### src/design/tcss_pkg.sv
// ----------------------------------------------------------------------------
// tcss_pkg
// Shared constants and control/status types for the texture column step
// sequencer.
// ----------------------------------------------------------------------------
`timescale 1ns / 1ps
`default_nettype none

package tcss_pkg;

    // Rows in one texture column
    localparam int unsigned TEX_ROWS = 64;

    // Width of heights, counts and steps
    localparam int unsigned HW = 7;

    // Width of row numbers on the output
    localparam int unsigned RW = 6;

    // Commands from the controller to the datapath
    typedef struct packed {
        logic load;       // capture height, start TEX / height
        logic setup;      // split steps, start majority / (minority + 1)
        logic take_run;   // capture run and lead, clear row counters
        logic emit;       // write one row into the output register
    } t_ctrl_cmd;

    // Status from the datapath to the controller
    typedef struct packed {
        logic height_ok;  // input height in 1..TEX
        logic div_done;   // divider result ready this cycle
        logic out_free;   // output register can take a row
        logic last_row;   // current row is the final one of the column
    } t_dp_status;

endpackage

`default_nettype wire

### src/design/tcss_div.sv
// ----------------------------------------------------------------------------
// tcss_div
// Restoring serial divider, one quotient bit per cycle. Quotient and
// remainder are valid in the cycle that o_done is high.
// ----------------------------------------------------------------------------
`timescale 1ns / 1ps
`default_nettype none

module tcss_div (
    input  wire logic                     i_clk,
    input  wire logic                     i_rst_n,
    input  wire logic                     i_start,
    input  wire logic [tcss_pkg::HW-1:0]  i_dividend,
    input  wire logic [tcss_pkg::HW-1:0]  i_divisor,
    output logic                          o_done,
    output logic [tcss_pkg::HW-1:0]       o_quotient,
    output logic [tcss_pkg::HW-1:0]       o_remainder
);
    import tcss_pkg::*;

    localparam int unsigned CW = $clog2(HW);

    logic [HW-1:0] r_rem, n_rem;
    logic [HW-1:0] r_quo, n_quo;
    logic [HW-1:0] r_div;
    logic [CW-1:0] r_cnt;
    logic          r_busy;
    logic          r_done;
    logic [HW:0]   trial;
    logic          fits;

    // One restoring step
    always_comb begin
        trial = {r_rem, r_quo[HW-1]};
        fits  = (trial >= {1'b0, r_div});
        n_rem = fits ? HW'(trial - {1'b0, r_div}) : trial[HW-1:0];
        n_quo = {r_quo[HW-2:0], fits};
    end

    // Control
    always_ff @(posedge i_clk) begin
        if (!i_rst_n) begin
            r_busy <= 1'b0;
            r_done <= 1'b0;
            r_cnt  <= '0;
        end else begin
            r_done <= 1'b0;
            if (i_start) begin
                r_busy <= 1'b1;
                r_cnt  <= '0;
            end else if (r_busy) begin
                r_cnt <= r_cnt + 1'b1;
                if (r_cnt == CW'(HW - 1)) begin
                    r_busy <= 1'b0;
                    r_done <= 1'b1;
                end
            end
        end
    end

    // Operands and partial results
    always_ff @(posedge i_clk) begin
        if (i_start) begin
            r_rem <= '0;
            r_quo <= i_dividend;
            r_div <= i_divisor;
        end else if (r_busy) begin
            r_rem <= n_rem;
            r_quo <= n_quo;
        end
    end

    assign o_done      = r_done;
    assign o_quotient  = r_quo;
    assign o_remainder = r_rem;

    // Remainder is always reduced below the divisor at the end
    a_rem_below_div: assert property (@(posedge i_clk) disable iff (!i_rst_n)
        r_done |-> (r_rem < r_div))
        else $error("divider remainder not below divisor");

endmodule

`default_nettype wire

### src/design/tcss_dp.sv
// ----------------------------------------------------------------------------
// tcss_dp
// Datapath: step split, run/lead setup through the serial divider, and the
// per-row step selection feeding the output register.
// ----------------------------------------------------------------------------
`timescale 1ns / 1ps
`default_nettype none

module tcss_dp (
    input  wire logic                     i_clk,
    input  wire logic                     i_rst_n,
    input  wire tcss_pkg::t_ctrl_cmd      i_cmd,
    output tcss_pkg::t_dp_status          o_sts,
    input  wire logic [tcss_pkg::HW-1:0]  i_column_height,
    output logic                          o_out_valid,
    input  wire logic                     i_out_stall,
    output logic [tcss_pkg::RW-1:0]       o_source_row,
    output logic [tcss_pkg::RW-1:0]       o_row_index,
    output logic [tcss_pkg::HW-1:0]       o_step,
    output logic                          o_last
);
    import tcss_pkg::*;

    // Column setup registers
    logic [HW-1:0] r_height;
    logic [HW-1:0] r_small;
    logic          r_equal;
    logic [HW-1:0] r_min_step, r_maj_step;
    logic [HW-1:0] r_min_cnt;
    logic [HW-1:0] r_run, r_lead;

    // Row walk registers
    logic [HW-1:0] r_k;
    logic [HW-1:0] r_sum;
    logic [HW-1:0] r_placed;
    logic [HW-1:0] r_phase;

    // Output register
    logic          r_out_valid;
    logic [RW-1:0] r_source_row;
    logic [RW-1:0] r_row_index;
    logic [HW-1:0] r_step;
    logic          r_last;

    // Divider hookup
    logic          div_start;
    logic [HW-1:0] div_dividend, div_divisor;
    logic          div_done;
    logic [HW-1:0] div_quo, div_rem;

    // Setup terms from the first division
    logic [HW-1:0] nsmall;
    logic          big_minor;
    logic [HW-1:0] min_cnt_c, maj_cnt_c;
    logic [HW-1:0] big_c;

    // Row terms
    logic [HW-1:0] st;
    logic          take_min;
    logic          past_lead;
    logic          fits_run;
    logic          last_row;
    logic          out_free;

    // Step split: quotient is the small step, remainder the big-step count
    always_comb begin
        nsmall    = r_height - div_rem;
        big_minor = (div_rem < nsmall);
        min_cnt_c = big_minor ? div_rem : nsmall;
        maj_cnt_c = big_minor ? nsmall : div_rem;
        big_c     = div_quo + 1'b1;
    end

    // Divider operand select
    always_comb begin
        div_start    = i_cmd.load | i_cmd.setup;
        div_dividend = i_cmd.load ? HW'(TEX_ROWS) : maj_cnt_c;
        div_divisor  = i_cmd.load ? i_column_height : HW'(min_cnt_c + 1'b1);
    end

    tcss_div u_div (
        .i_clk       (i_clk),
        .i_rst_n     (i_rst_n),
        .i_start     (div_start),
        .i_dividend  (div_dividend),
        .i_divisor   (div_divisor),
        .o_done      (div_done),
        .o_quotient  (div_quo),
        .o_remainder (div_rem)
    );

    // Step for the current row
    always_comb begin
        past_lead = (r_k >= r_lead);
        fits_run  = (({1'b0, r_k} + {1'b0, r_run}) < {1'b0, r_height});
        take_min  = 1'b0;
        if (r_equal) begin
            st = r_k[0] ? r_small : HW'(r_small + 1'b1);
        end else if (!past_lead) begin
            st = r_maj_step;
        end else if (fits_run && (r_phase == '0) && (r_placed < r_min_cnt)) begin
            st       = r_min_step;
            take_min = 1'b1;
        end else begin
            st = r_maj_step;
        end
        last_row = (HW'(r_k + 1'b1) == r_height);
        out_free = !r_out_valid || !i_out_stall;
    end

    // Setup and row-walk registers
    always_ff @(posedge i_clk) begin
        if (!i_rst_n) begin
            r_height   <= '0;
            r_small    <= '0;
            r_equal    <= 1'b0;
            r_min_step <= '0;
            r_maj_step <= '0;
            r_min_cnt  <= '0;
            r_run      <= '0;
            r_lead     <= '0;
            r_k        <= '0;
            r_sum      <= '0;
            r_placed   <= '0;
            r_phase    <= '0;
        end else begin
            if (i_cmd.load) begin
                r_height <= i_column_height;
            end
            if (i_cmd.setup) begin
                r_small    <= div_quo;
                r_equal    <= (div_rem == nsmall);
                r_min_cnt  <= min_cnt_c;
                r_min_step <= big_minor ? big_c : div_quo;
                r_maj_step <= big_minor ? div_quo : big_c;
            end
            if (i_cmd.take_run) begin
                r_run    <= div_quo;
                // Half the leftover majority steps go first
                r_lead   <= div_rem >> 1;
                r_k      <= '0;
                r_sum    <= '0;
                r_placed <= '0;
                r_phase  <= (div_quo == '0) ? HW'(0) : HW'(1);
            end else if (i_cmd.emit) begin
                r_k   <= r_k + 1'b1;
                r_sum <= r_sum + st;
                if (take_min) begin
                    r_placed <= r_placed + 1'b1;
                end
                // Phase counts rows mod (run + 1) once past the lead
                if (past_lead) begin
                    r_phase <= (r_phase == r_run) ? HW'(0) : HW'(r_phase + 1'b1);
                end
            end
        end
    end

    // Output register valid
    always_ff @(posedge i_clk) begin
        if (!i_rst_n) begin
            r_out_valid <= 1'b0;
        end else if (i_cmd.emit) begin
            r_out_valid <= 1'b1;
        end else if (!i_out_stall) begin
            r_out_valid <= 1'b0;
        end
    end

    // Output register payload
    always_ff @(posedge i_clk) begin
        if (i_cmd.emit) begin
            r_source_row <= r_sum[RW-1:0];
            r_row_index  <= r_k[RW-1:0];
            r_step       <= st;
            r_last       <= last_row;
        end
    end

    always_comb begin
        o_sts.height_ok = (i_column_height != '0) && (i_column_height <= HW'(TEX_ROWS));
        o_sts.div_done  = div_done;
        o_sts.out_free  = out_free;
        o_sts.last_row  = last_row;
    end

    assign o_out_valid  = r_out_valid;
    assign o_source_row = r_source_row;
    assign o_row_index  = r_row_index;
    assign o_step       = r_step;
    assign o_last       = r_last;

    // Minority steps never exceed their count while rows are written
    a_placed_bound: assert property (@(posedge i_clk) disable iff (!i_rst_n)
        i_cmd.emit |-> (r_placed <= r_min_cnt))
        else $error("more minority steps placed than exist");

    // The steps of a column add up to the texture height
    a_sum_total: assert property (@(posedge i_clk) disable iff (!i_rst_n)
        (i_cmd.emit && last_row) |-> (HW'(r_sum + st) == HW'(TEX_ROWS)))
        else $error("column steps do not cover the texture");

    // A row is never written over a stalled result
    a_emit_free: assert property (@(posedge i_clk) disable iff (!i_rst_n)
        i_cmd.emit |-> out_free)
        else $error("row written over a stalled result");

endmodule

`default_nettype wire

### src/design/tcss_ctrl.sv
// ----------------------------------------------------------------------------
// tcss_ctrl
// Controller: sequences the two divisions and the per-row emission of one
// column.
// ----------------------------------------------------------------------------
`timescale 1ns / 1ps
`default_nettype none

module tcss_ctrl (
    input  wire logic                  i_clk,
    input  wire logic                  i_rst_n,
    input  wire logic                  i_in_valid,
    output logic                       o_in_stall,
    input  wire tcss_pkg::t_dp_status  i_sts,
    output tcss_pkg::t_ctrl_cmd        o_cmd
);
    import tcss_pkg::*;

    localparam logic [1:0] S_IDLE = 2'd0;
    localparam logic [1:0] S_DIV1 = 2'd1;
    localparam logic [1:0] S_DIV2 = 2'd2;
    localparam logic [1:0] S_ROWS = 2'd3;

    logic [1:0] r_state, n_state;

    // Next state and commands
    always_comb begin
        n_state = r_state;
        o_cmd   = '0;
        unique case (r_state)
            S_IDLE: begin
                // Heights outside 1..TEX are taken and dropped
                if (i_in_valid && i_sts.height_ok) begin
                    o_cmd.load = 1'b1;
                    n_state    = S_DIV1;
                end
            end
            S_DIV1: begin
                if (i_sts.div_done) begin
                    o_cmd.setup = 1'b1;
                    n_state     = S_DIV2;
                end
            end
            S_DIV2: begin
                if (i_sts.div_done) begin
                    o_cmd.take_run = 1'b1;
                    n_state        = S_ROWS;
                end
            end
            S_ROWS: begin
                if (i_sts.out_free) begin
                    o_cmd.emit = 1'b1;
                    if (i_sts.last_row) begin
                        n_state = S_IDLE;
                    end
                end
            end
        endcase
    end

    always_ff @(posedge i_clk) begin
        if (!i_rst_n) begin
            r_state <= S_IDLE;
        end else begin
            r_state <= n_state;
        end
    end

    assign o_in_stall = (r_state != S_IDLE);

endmodule

`default_nettype wire

### src/design/texture_column_step_sequencer.sv
// ----------------------------------------------------------------------------
// texture_column_step_sequencer
// Shrinks a 64-row texture column to a screen column height, giving one
// texel row per screen row with the final row marked.
// ----------------------------------------------------------------------------
// From acceptance until the next column can be taken, a column of height h
// (1..64) goes through two 7-bit serial divisions in one shared divider
// (texture height by h, then majority count by minority count plus one),
// then its rows leave one per cycle through a single output register,
// slowed only by stall on the output side. Heights of zero or above
// 64 are accepted and give no rows. Steps across a column always total 64.
`timescale 1ns / 1ps
`default_nettype none

module texture_column_step_sequencer (
    input  wire logic                     i_clk,
    input  wire logic                     i_rst_n,
    input  wire logic                     i_in_valid,
    output logic                          o_in_stall,
    input  wire logic [tcss_pkg::HW-1:0]  i_column_height,
    output logic                          o_out_valid,
    input  wire logic                     i_out_stall,
    output logic [tcss_pkg::RW-1:0]       o_source_row,
    output logic [tcss_pkg::RW-1:0]       o_row_index,
    output logic [tcss_pkg::HW-1:0]       o_step,
    output logic                          o_last
);
    import tcss_pkg::*;

    t_ctrl_cmd  cmd;
    t_dp_status sts;

    tcss_ctrl u_ctrl (
        .i_clk      (i_clk),
        .i_rst_n    (i_rst_n),
        .i_in_valid (i_in_valid),
        .o_in_stall (o_in_stall),
        .i_sts      (sts),
        .o_cmd      (cmd)
    );

    tcss_dp u_dp (
        .i_clk           (i_clk),
        .i_rst_n         (i_rst_n),
        .i_cmd           (cmd),
        .o_sts           (sts),
        .i_column_height (i_column_height),
        .o_out_valid     (o_out_valid),
        .i_out_stall     (i_out_stall),
        .o_source_row    (o_source_row),
        .o_row_index     (o_row_index),
        .o_step          (o_step),
        .o_last          (o_last)
    );

endmodule

`default_nettype wire

### config.mk
export PLATFORM = sky130hd
export DESIGN_NAME = texture_column_step_sequencer
export DESIGN_NICKNAME = d
export VERILOG_FILES = /design/src/design/tcss_pkg.sv /design/src/design/tcss_div.sv /design/src/design/tcss_dp.sv /design/src/design/tcss_ctrl.sv /design/src/design/texture_column_step_sequencer.sv
export SDC_FILE = /design/constraint.sdc
export NUM_CORES = 1
export LEC_CHECK = 0
export BUFFER_PORTS_ARGS = -buffer_cell sky130_fd_sc_hd__buf_2
export CAP_MARGIN = 15
export CORE_UTILIZATION = 50
export CTS_CLUSTER_SIZE = 40
export DETAILED_ROUTE_END_ITERATION = 8
export PLACE_DENSITY_LB_ADDON = 0.12
export SYNTH_ARGS = -nofsm -noshare
export SYNTH_HDL_FRONTEND = slang
export SYNTH_SLANG_ARGS = --single-unit
### constraint.sdc
create_clock -name i_clk -period 7.4 [get_ports i_clk]
set_clock_uncertainty 0.2 [all_clocks]
set_input_delay 0 -clock i_clk [delete_from_list [all_inputs] [get_ports i_clk]]
set_output_delay 0 -clock i_clk [all_outputs]
set_load 0.005 [all_outputs]
# Word level (Yosys, flattened, before mapping)

Cells that the tools add are included.

$add $sub $neg: 11
Equal/unequal tests: 13
Magnitude comparators: 6
Reduce and logical (&&, ||, !) cells: 21
Bitwise gates (word level): 3
Muxes and demuxes: 40

Operator list:

| kind                                                                    | number |
|---|---|
| 7-bit 2-to-1 mux                                                        | 17 |
| 7-bit by 1-bit adder with 7-bit output, second input constant           | 6 |
| 7-bit equality test                                                     | 3 |
| 1-bit 2-to-1 mux                                                        | 17 |
| 7-bit logical NOT                                                       | 2 |
| 7-bit < comparator                                                      | 2 |
| 7-bit subtractor                                                        | 2 |
| 2-bit by 1-bit inequality test with 1-bit output, second input constant | 6 |
| 2-bit 2-to-1 mux                                                        | 5 |
| 7-bit by 7-bit adder with 8-bit output                                  | 1 |
| 8-bit by 7-bit greater-or-equal comparator with 1-bit output            | 1 |
| 8-bit by 7-bit < comparator with 1-bit output                           | 1 |
| 2-bit one-hot mux with 4 select lines                                   | 1 |
| 2-bit nonzero test                                                      | 4 |
| 7-bit adder                                                             | 1 |
| 7-bit by 6-bit greater-or-equal comparator with 1-bit output            | 1 |
| 7-bit <= comparator, second input constant                              | 1 |
| 7-bit nonzero test                                                      | 1 |
| 5-bit AND reduction                                                     | 1 |
| 2-bit equality test, second input constant                              | 2 |
| 1-bit logical AND                                                       | 4 |
| 2-bit AND reduction                                                     | 2 |
| 2-bit OR reduction                                                      | 2 |
| 3-bit by 1-bit adder with 3-bit output, second input constant           | 1 |
| other kinds (8)                                                         | 10 |

Register bits: 126
Output and inout bits: 22
Word-level logic and storage cells: 118
Bits of input ports: 11

# Depth between registers and ports, before layout

Depth in word-level cells: 8
Gate-level depth with buffers: 25
Depth with buffers taken out: 25

# Cells and area by module

From an unflattened synthesis, not the netlist that was laid out.

Cell total of the unflattened synthesis: 877
Area, all modules: 7898.8 um2

By module, submodules not included:

| module    | cells each | seq. area each (um2) | area each (um2) | times used |
|---|---|---|---|---|
| tcss_dp   | 707        | 2142.1               | 6153.4          | 1 |
| tcss_div  | 146        | 660.6                | 1527.7          | 1 |
| tcss_ctrl | 24         | 40.0                 | 217.7           | 1 |

# Worst setup path before layout

OpenSTA, ideal clock, no wires.

Path type: reg-to-reg
Start point: register u_dp.r_k[0]
End point: register u_dp.r_sum[5]
Path buffers: 0
Data required time: 7.084 ns
Slack: 2.113 ns
Cell stages (with the launch flop): 26
Data arrival time: 4.971 ns
Clock period less this slack: 5.287 ns
Setup time: 0.116 ns
Path through: dfxtp_1 ha_1 fa_1 a21o_1 a21oi_1 o21bai_1 a21oi_1 xnor2_1 ha_1 nor4_1 nand3_1 a211o_1 a2111o_1 nor2_2 mux2_2 nor2_1 a21oi_1 ha_1 a21o_1 a21o_1 and2_1 o21a_1 nor2_1 or3_1 a31oi_1 a41o_1

Word-level cells in the longest chain between the ends: 8
Elaborated cells on any way between the ends: 10
Classes of those cells: add/sub: 2; order compare: 2; mux: 4; reduce/logical: 2

Ends and longest elaborated chain:

| item                                          | RTL line       | source |
|---|---|---|
| start: declaration                            | tcss_dp.sv:33  | `logic [HW-1:0] r_k;` |
| start signal: assignment                      | tcss_dp.sv:146 | `r_k <= r_k + 1'b1;` |
| 7-bit by 7-bit adder with 8-bit output        | tcss_dp.sv:95  | `fits_run = (({1'b0, r_k} + {1'b0, r_run}) < {1'b0, r_height});` |
| 8-bit by 7-bit < comparator with 1-bit output | tcss_dp.sv:95  |  |
| 1-bit logical AND (2 in series)               | tcss_dp.sv:101 | `end else if (fits_run && (r_phase == '0) && (r_placed < r_min_cnt)) begin` |
| 7-bit 2-to-1 mux                              | tcss_dp.sv:101 |  |
| 7-bit 2-to-1 mux                              | tcss_dp.sv:99  | `end else if (!past_lead) begin` |
| 7-bit 2-to-1 mux (*)                          | tcss_dp.sv:97  | `if (r_equal) begin` |
| net u_dp.st[1]                                | tcss_dp.sv:58  | `logic [HW-1:0] st;` |
| 7-bit adder (*)                               | tcss_dp.sv:147 | `r_sum <= r_sum + st;` |
| end signal: assignment                        | tcss_dp.sv:147 |  |
| end: declaration                              | tcss_dp.sv:34  | `logic [HW-1:0] r_sum;` |

Mark *: on every way through the listed nets, which the timed path passes. The rest lies on a longest branch.
A chain may end at the register's enable or synchronous reset.

# Worst setup path in the final report

Ends and elaborated chain as after synthesis.

==> run metrics <==
status completed; setup TNS 0 ps; ys flop type dfxtp_1; die area ~0.015 mm2; Max-Cap Viols 0; Clock Sinks ~130; Pleak around 3.4 nW; Final Critical Period between 5000 and 6000 ps; Synth cell types 59; Remaining Overflow, GRT 0; Clock Power Share 30.0%; switching share of power 38.2%; Final Slew Violations 0; Syn Inst Count 856; CP bufs+invs 0; Pwr Density around 340 mW/mm2; Mapped Area about 0.0074 mm2; Final ANT Viol Nets 0; fin util 59.2%; Worst-Margin Slew 802 ps; insertion delay to the later sink of the worst-skew pair between 400 and 500 ps; DRT Pass-1 Iters 5; Area Growth Syn to Fin 13.3%; total CTS buffers 17; Yosys top cell by area dfxtp_1; clock transition at the registers of the reported paths 50 ps; maximum VDD drop roughly 290 uV; final hold vios 0; Synth top area share about a quarter; total track usage roughly a quarter; diode count 0; placed cell count roughly 1000; required time of the critical path ~7500 ps; Crit Path Category flip-flop to flip-flop; Via-to-Cell Ratio ~5.7; Int Pwr 1.76 mW; Crit. End Element flip-flop; layout cell share with drive strength beyond 1 between 8 and 9%; min-delay src i_column_height[6]; DRC Markers 0; H-tree depth 4; Combinational Power Share about 38%; Net Count, Synth ~940; largest net degree at the start of global routing 53; unrepaired setup endpoints after global routing no; Clock Path Buffers 2; Die W between 100 and 150 um; Clock Root Buffer clkbuf_16; peak fanout along the critical path 12; number of global-route vias before repair around 5800; final std cells w/o fill 1078; global-route wire length before repair roughly 30000 um; initial drt markers around 470; Pwr Total between 2 and 3 mW; core area about 0.014 mm2; internal reg-to-reg setup slack 1500 ps; synth top area cells dfxtp_1 25%, edfxtp_1 14%, ha_1 11%, nand2_1 6.2%, a21oi_1 4.8%; reg-to-reg critical path endpoint u_dp.r_sum[5]; Worst R2R Start u_dp.r_k[0]; Post-CTS Resized 0; critical path's slowest cell dfxtp_1; Post-synth EDFFs 34; WL/cell between 15 and 20 um; Post-synth ARST share 0%; CP Launch Type flip-flop; Die Ht approximately 120 um; crit path DAT 6010 ps; synthesized area per cell ~8.6 um2; Setup Viol. Count Final 0; reg2reg path depth 25; TritonCTS clock tree built; initial antenna violation count 0; drt total wl around 19000 um; fin crit share between 70 and 80%; row cnt between 40 and 50; Seq/Total Area, Yosys around 39%; max incr delay on CP approximately 460 ps; Psw about 1.1 mW; nets ~960; family with the most delay on the worst path compound AO/OA/AOI/OAI gates; port bufs 32; Final Hold Slack 219 ps; sequential share of power 32.2%; Critical Path Start u_dp.r_k[0]; achievable frequency approximately 170 MHz; io pins 33; Slew Limit Headroom between 40% and 50%; Synth warnings 0; DPL Wire Length around 14000 um; #FFs+latches synth 125; depth of the worst hold-timing path 4; WHS Endpoint u_dp.r_height[6]; Starting Density a little over half; via count approximately 6100; Hold/Removal Path Class input pin to flip-flop; GPL Wtd Cong ~0.93
cell usage after synthesis, types with 3 or more instances:
master	instances
a211o_1	4
a211oi_1	36
a21o_1	9
a21oi_1	70
a311oi_1	3
a31oi_1	4
a41o_1	3
and2_1	5
and3_1	4
clkbuf_1	38
dfxtp_1	91
edfxtp_1	34
fa_1	4
ha_1	64
inv_1	51
mux2i_1	9
nand2_1	121
nand2b_1	8
nand3_1	16
nand4_1	12
nor2_1	91
nor2b_1	10
nor3_1	10
nor4_1	5
o211a_1	4
o211ai_1	6
o21ai_0	36
or3_1	8
xnor2_1	38
xor2_1	26
layer usage:
metal,wire length [um],up-vias,GRT usage (%)
met5,0,-,0
met4,550,0,11.1
met3,928,35,5.90
met2,8780,161,42.4
met1,8470,2891,33.4
li1,-,3056,-
cells by family (layout without fill, tap and decap cells):
group,after synthesis,in the layout,synth area share [%]
adders and majority gates,68,68,12.0
DFF,125,125,38.6
muxes,10,10,1.38
AOI/OAI and AO/OA,195,195,16.9
buffers and inverters,91,133,4.79
and+or+nand+nor,302,302,18.4
xor gates and xnor gates,65,65,7.92
area by class of cell:
cell class              instances  area, um2
clock inverters                 7        138
multi-input cells             640       4170
clock buffers                  25        455
well taps                     180        225
inverters                      52        195
repair buffers                 49        313
flip-flops and latches        125       2840
fillers                      1256       5760
cell usage in the layout, fill, tap and decap left out, types with 9 or more instances in the layout:
cell           synthesis  final
a211oi_1              36     36
a21o_1                 9      9
a21oi_1               70     70
buf_2                  0     32
clkbuf_16              0     17
dfxtp_1               91     91
dlygate4sd3_1          0     10
edfxtp_1              34     34
ha_1                  64     64
inv_1                 51     51
mux2i_1                9      9
nand2_1              121    121
nand3_1               16     16
nand4_1               12     12
nor2_1                91     91
nor2b_1               10     10
nor3_1                10      9
o21ai_0               36     36
xnor2_1               38     38
xor2_1                26     26
power groups by stage:
stage                     registers [mW]  clock network (mW)  logic [mW]
after floorplan                    0.853                   0       0.831
after global placement             0.927                   0        1.02
after detailed placement           0.928                   0        1.05
after CTS                          0.913               0.867        1.06
after global routing               0.925               0.898        1.20
final                              0.915               0.853        1.07
worst max path at each step:
stage          cells past startpoint  slack [ps]             to
2_1_floorplan                     25        2110  u_dp.r_sum[5]
3_3_place_gp                      25        1650  u_dp.r_sum[5]
3_5_place_dp                      25        1510  u_dp.r_sum[5]
4_1_cts                           25        1480  u_dp.r_sum[5]
5_1_grt                           25        1090  u_dp.r_sum[5]
6_report                          25        1500  u_dp.r_sum[5]
what timing repair did:
item,CTS,global route
hold buffers,10,0
endpoints found under the hold margin,28,0
buffers inserted,0,0
worst reg2reg max path: stages, from the launching register on:
cell	delay, ps
dfxtp_1	460
ha_1	330
fa_1	410
a21o_1	200
a21oi_1	220
o21bai_1	90
a21oi_1	180
xnor2_1	90
ha_1	180
nor4_1	160
nand3_1	140
a211o_1	290
a2111o_1	430
nor2_2	350
mux2_2	390
nor2_1	80
a21oi_1	100
ha_1	330
a21o_1	160
a21o_1	170
and2_1	160
o21a_1	160
nor2_1	100
or3_1	130
a31oi_1	80
a41o_1	210
metrics by stage:
step	setup slack [ps]	cell area, um2
3_5_place_dp	1510	7640
5_1_grt	1090	8340
3_3_place_gp	1650	7640
2_1_floorplan	2110	7360
6_report	1500	8340
4_1_cts	1480	8330
Note: power is estimated with default switching activity, not from simulation.
